==> src/design/ghbp_pkg.sv <==
// Shared types and codes of the global-history branch predictor.
`timescale 1ns / 1ps

package ghbp_pkg;

    // Width of the global history and of the history fields.
    localparam int HIST_W = 16;

    // Request operation codes.
    localparam logic OP_LOOKUP = 1'b0;
    localparam logic OP_UPDATE = 1'b1;

    // Configuration register indexes (word address bit 2).
    localparam logic REG_SPEC = 1'b0;
    localparam logic REG_HLEN = 1'b1;

    // Reset value of the history length register.
    localparam logic [4:0] HLEN_RESET = 5'd12;

    // Controller states, one-hot.
    typedef enum logic [2:0] {
        ST_CLEAR = 3'b001,
        ST_IDLE  = 3'b010,
        ST_EXEC  = 3'b100
    } t_state;

    // Commands from the controller to the datapath.
    typedef struct packed {
        logic clear;   // write zero to the next table entry
        logic load;    // capture the request and read the table
        logic commit;  // finish the request and load the result register
    } t_dp_cmd;

    // Status from the datapath to the controller.
    typedef struct packed {
        logic clear_last;  // the clearing pass is at its last entry
        logic out_free;    // the result register can take a result this cycle
    } t_dp_status;

endpackage

==> src/design/ghbp_ctrl.sv <==
// Controller state machine: clearing pass, request capture and result commit.
`timescale 1ns / 1ps

module ghbp_ctrl (
    input  logic                  i_clk,
    input  logic                  i_rst_n,
    input  logic                  i_req_valid,
    input  ghbp_pkg::t_dp_status  i_status,
    output logic                  o_req_ready,
    output ghbp_pkg::t_dp_cmd     o_cmd
);
    import ghbp_pkg::*;

    t_state r_state;
    t_state n_state;

    always_ff @(posedge i_clk) begin
        if (!i_rst_n) begin
            r_state <= ST_CLEAR;
        end else begin
            r_state <= n_state;
        end
    end

    always_comb begin
        n_state      = r_state;
        o_req_ready  = 1'b0;
        o_cmd.clear  = 1'b0;
        o_cmd.load   = 1'b0;
        o_cmd.commit = 1'b0;
        case (r_state)
            ST_CLEAR: begin
                o_cmd.clear = 1'b1;
                if (i_status.clear_last) begin
                    n_state = ST_IDLE;
                end
            end
            ST_IDLE: begin
                o_req_ready = 1'b1;
                if (i_req_valid) begin
                    o_cmd.load = 1'b1;
                    n_state    = ST_EXEC;
                end
            end
            ST_EXEC: begin
                // Wait here while the previous result is still unclaimed.
                if (i_status.out_free) begin
                    o_cmd.commit = 1'b1;
                    n_state      = ST_IDLE;
                end
            end
            default: begin
                n_state = ST_CLEAR;
            end
        endcase
    end

endmodule

==> config.mk <==
export PLATFORM = sky130hd
export DESIGN_NAME = ghbp_ctrl
export DESIGN_NICKNAME = d
export VERILOG_FILES = /design/src/design/ghbp_pkg.sv /design/src/design/ghbp_ctrl.sv
export SDC_FILE = /design/constraint.sdc
export NUM_CORES = 1
export LEC_CHECK = 0
export BUFFER_PORTS_ARGS = -buffer_cell sky130_fd_sc_hd__buf_2
export CAP_MARGIN = 20
export CELL_PAD_IN_SITES_DETAIL_PLACEMENT = 1
export CELL_PAD_IN_SITES_GLOBAL_PLACEMENT = 1
export CORE_AREA = 3 3 40 42
export DETAILED_ROUTE_END_ITERATION = 8
export DIE_AREA = 0 0 43 45
export PLACE_DENSITY_LB_ADDON = 0.1
export SLEW_MARGIN = 20
export SYNTH_ARGS = -nofsm -noshare
export SYNTH_HDL_FRONTEND = slang
export SYNTH_SLANG_ARGS = --single-unit
export TNS_END_PERCENT = 10
==> constraint.sdc <==
create_clock -name i_clk -period 2.02 [get_ports i_clk]
set_input_delay 0.303 -clock i_clk [delete_from_list [all_inputs] [get_ports i_clk]]
set_output_delay 0.303 -clock i_clk [all_outputs]
set_load 0.05 [all_outputs]
==> reports/results.ini, run 1 <==
[run_status]
status=completed

[setup_path]
reg2reg_depth=2
cp_slowest_cell=dfxtp_1
crit_path_end_kind=primary output
path_cells=nor3b_2, and2_1, buf_2
cp_num_cells=3
reg2reg_to=r_state[1]
r2r-start=r_state[0]
crit_family=flip-flops
worst-setup-path-type=register to primary output
cp_data_required_time_ns=1.72
worstPathMaxFanout=9
arrival_ns=1.30
path_buf_inv=1
cp_slowest_stage_delay_ns=0.45
r2r_slack_ns=0.81
start_kind=register

[clocking]
post-cts-setup-buffers=0
clkTransAtPathRegs_ns=0.03
hold_buffers=0
cts_root_buffer=clkbuf_4
cts_resized=0
ctsHtreeMaxLevel=1
clock-sinks=3
clk_latency_ns=0.23
cts_tree=yes
clockBufferDepth=2
cts_made_buffers=3

[yosys]
ys_ff_latch=3
ys_types=15
ys_seq_area_share_pct=32.0
synth_top_family_by_area=simple AND/OR/NAND/NOR gates
synth_xor_area_share_pct=4.67
synth_warnings=0
synth_fa_ha_area_share_pct=0
synth_cells=18
synthSimpleGateAreaFrac_pct=42.0
synth_compound_area_share_pct=15.3
syn_area_sq_um=188
syn_area_per_cell_sq_um=10.4
muxShareOfSynthArea_pct=0
synth_nets=23

[layout]
final_common_cell=buf_2
mostFrequentLayoutCells=buf_2, clkbuf_4, dfxtp_1
antenna_cells=0
largest-register=r_state
largest_reg_flops=3
top_regs=r_state (3)
fin_cells=44
area_growth_syn_to_layout_pct=42.0
layout-drive-gt1-share_pct=48.3
nNetsFinal=35

[pwr]
power_density_nw_per_um2=1080
irDropWorstVdd_mv=0.383
power_leakage_nw=0.109

[sta]
rsz0062_at_grt=false
period_share_pct=79.2
clock_skew_ns=0.00477
tns_ns=0
slew_headroom_pct=81.1
drv_slew=0
clock.fmax_mhz=625
worst_pin_slew_ns=0.280
fin_crit_ns=1.60
hold_viol_final=0
finalSetupViolCount=0

[hold_path]
hp-class=primary input to register
holdPathEnd=r_state[0]
whs_path_depth=2
worstHoldStart=i_rst_n

[drt]
first_iter_violations=4
via_count=189
wl_um=501
wire_per_inst_um=11.4
drc=0
viasPerCell=4.30
ant_nets=0
dr.pass1.iters=3

[die]
num_rows=13
io_pins=9
die_w_um=43
core_region_area_sq_um=1280
fp.dieH_um=45
initial_utilization_pct=14.6
die_area_sq_um=1940

[placement]
dp.cells=40
dp_hpwl_um=389
io_buffers=8
place_congestion=0.679

[grt]
grt_overflow=0
grt_start_max_net_pins=10
antenna_found_initial=0
use_met2_pct=8.38
grt.busiest_layer=met2
grt_util_met1_pct=6.47
grt_util_all_layers_pct=6.15
grt_pass1_vias=186
grt_pass1_wl_um=814
use_met3_pct=6.37

[job]
cap_violations=0

worst reg2reg max path: cells and delay by family (launching register included):
family	cells	cell delay, ns
and+or+nand+nor	1	0.50
DFF	1	0.46
AOI/OAI and AO/OA	1	0.14
worst max path at each step:
stage | start | slack [ns] | endpoint
CTS | r_state[1] | 0.40 | o_cmd[1]
finish | r_state[1] | 0.42 | o_cmd[1]
global placement | r_state[0] | 0.67 | o_cmd[2]
global route | r_state[1] | 0.31 | o_cmd[1]
detailed placement | r_state[1] | 0.65 | o_cmd[1]
floorplan | r_state[0] | 0.02 | r_state[1]
cells by family (layout without fill, tap and decap cells):
family,Yosys count,in the layout
buffers and inverters,1,12
AOI/OAI and AO/OA,4,4
and+or+nand+nor,9,9
xor gates and xnor gates,1,1
DFF,3,3
cells in the mapped netlist (all sizes together):
library cell  count  area, sq um
nor3b             2         15.0
buf               1         11.3
or3b              1         8.76
and2              1         6.26
dfxtp             3         60.1
nand2b            1         6.26
o2111ai           1         8.76
nand3b            1         7.51
nor4b             1         8.76
a21oi             1         5.00
xor2              1         8.76
o311a             1         10.0
and4bb            1         12.5
o21ai             1         5.00
or4b              1         13.8
where the power goes:
part	switching, mW	total (mW)	internal [mW]
sequential	0.0199	0.0894	0.0695
clock	0.0315	0.105	0.0740
combinational	0.0553	0.0926	0.0372
total	0.107	0.287	0.181
cell type report:
class / count / area (sq um)
sequential: 3 / 60.1
timing repair buffer: 8 / 40.0
fill: 156 / 1020
multi-input combinational: 14 / 121
clock buffer: 4 / 26.3
tap: 15 / 18.8
layer usage:
metal | wire [um] | share of wire, %
met5 | 0 | 0
met4 | 0 | 0
met3 | 66 | 13
met2 | 191 | 38
met1 | 242 | 48
per-stage QoR:
stage / area, sq um / hold WS [ns] / setup slack (ns) / util [%] / power (mW)
3_5_place_dp: 240 / 0.557 / 0.649 / 18.7 / 0.185
4_1_cts: 267 / 0.321 / 0.396 / 20.7 / 0.295
5_1_grt: 267 / 0.329 / 0.314 / 20.7 / 0.310
2_1_floorplan: 193 / 0.399 / 0.0217 / - / 0.160
3_3_place_gp: 240 / 0.555 / 0.671 / 18.7 / 0.184
6_report: 267 / 0.323 / 0.421 / 20.7 / 0.287
No activity file was read; power rests on OpenSTA's default activity.
==> run 2: changes to the inputs <==
==> constraint.sdc (replaced) <==
create_clock -name i_clk -period 1.4 [get_ports i_clk]
set_input_delay 0.21 -clock i_clk [delete_from_list [all_inputs] [get_ports i_clk]]
set_output_delay 0.21 -clock i_clk [all_outputs]
set_load 0.05 [all_outputs]
==> reports/results.ini, run 2 (same netlist as run 1, synthesis figures left out) <==
[run_status]
status=completed

[sta]
worst_pin_slew_ns=0.287
period_share_pct=96.3
fin_crit_ns=1.35
clock.fmax_mhz=742
finalSetupViolCount=0
rsz0062_at_grt=false
hold_viol_final=0
drv_slew=0
clock_skew_ns=0.00519
tns_ns=0
slew_headroom_pct=80.6

[clocking]
clock-sinks=3
cts_tree=yes
clk_latency_ns=0.23
hold_buffers=0
ctsHtreeMaxLevel=1
clkTransAtPathRegs_ns=0.04
cts_made_buffers=3
clockBufferDepth=2
cts_root_buffer=clkbuf_4

[setup_path]
r2r_slack_ns=0.25
arrival_ns=1.14
start_kind=register
reg2reg_depth=2
crit_path_end_kind=primary output
cp_data_required_time_ns=1.19
reg2reg_to=r_state[1]
worst-setup-path-type=register to primary output
worstPathMaxFanout=6
r2r-start=r_state[1]

[hold_path]
worstHoldStart=i_rst_n
hp-class=primary input to register
holdPathEnd=r_state[0]
whs_path_depth=2

[die]
core_region_area_sq_um=1280
die_w_um=43
fp.dieH_um=45
io_pins=9
die_area_sq_um=1940
num_rows=13
initial_utilization_pct=14.6

[pwr]
irDropWorstVdd_mv=0.323
power_density_nw_per_um2=1430
power_leakage_nw=0.132

[layout]
largest_reg_flops=3
layout-drive-gt1-share_pct=67.7
area_growth_syn_to_layout_pct=77.3
top_regs=r_state (3)
mostFrequentLayoutCells=buf_2, clkbuf_4
final_common_cell=buf_2
antenna_cells=0
fin_cells=46
largest-register=r_state
nNetsFinal=37

[drt]
wl_um=588
drc=0
viasPerCell=4.48
first_iter_violations=2
dr.pass1.iters=4
ant_nets=0
via_count=206
wire_per_inst_um=12.8

[placement]
dp.cells=41
dp_hpwl_um=428
place_congestion=0.690
io_buffers=8

[job]
cap_violations=0

[grt]
grt_util_all_layers_pct=6.57
grt_overflow=0
antenna_found_initial=0
grt_start_max_net_pins=10
grt_pass1_wl_um=890
grt_pass1_vias=206

==> run 2: cell type report <==
cell class	count	area [sq um]
clock buffer	4	26.3
fill	156	952
multi-input combinational	14	141
sequential	3	68.8
tap	15	18.8
timing repair buffer	10	77.6
==> run 2: worst max-delay path: stages (launching register included) <==
cell and delay (ns):
dfxtp_4 0.36, buf_6 0.13, nor3b_4 0.22, buf_6 0.19
==> run 2: per-stage QoR <==
stage	hold WS [ns]	utilization (%)	power [mW]	area, sq um	worst slack [ns]
5_1_grt	0.211	25.9	0.513	333	0.000323
6_report	0.219	25.9	0.476	333	0.0516
3_3_place_gp	0.465	20.9	0.292	269	0.147
4_1_cts	0.213	24.5	0.476	315	0.0291
3_5_place_dp	0.449	20.9	0.296	269	0.132
2_1_floorplan	0.306	-	0.257	214	-0.0804
==> run 2: power by group <==
part	switching, mW	total, mW	internal [mW]
clock network	0.0477	0.155	0.107
registers	0.0327	0.136	0.104
logic	0.0911	0.184	0.0934
==> run 2: timing repair <==
item | CTS | global route
gates resized for setup | 8 | 3
buffers inserted | 0 | 1
setup endpoints to repair | 3 | 2
pin swaps | 0 | 1
==> run 2: per-layer routing <==
layer	up-vias	global-route usage [%]	share of wire [%]	wire length, um
met4	0	3.61	0	0
met5	-	0	0	0
li1	98	-	-	-
met3	0	4.78	8.8	52
met1	99	6.24	39	230
met2	9	10.5	52	305
==> run 2: worst max-delay path by stage <==
| stage | startpoint | cells after the start | end | slack, ns |
|---|---|---|---|---|
| after global placement | r_state[0] | 2 | r_state[1] | 0.15 |
| after global routing | r_state[1] | 3 | o_cmd[1] | 0.0003 |
| after detailed placement | r_state[0] | 2 | r_state[1] | 0.13 |
| final | r_state[2] | 3 | o_cmd[2] | 0.05 |
| after floorplan | r_state[2] | 3 | o_cmd[1] | -0.08 |
| after CTS | r_state[1] | 3 | o_cmd[1] | 0.03 |
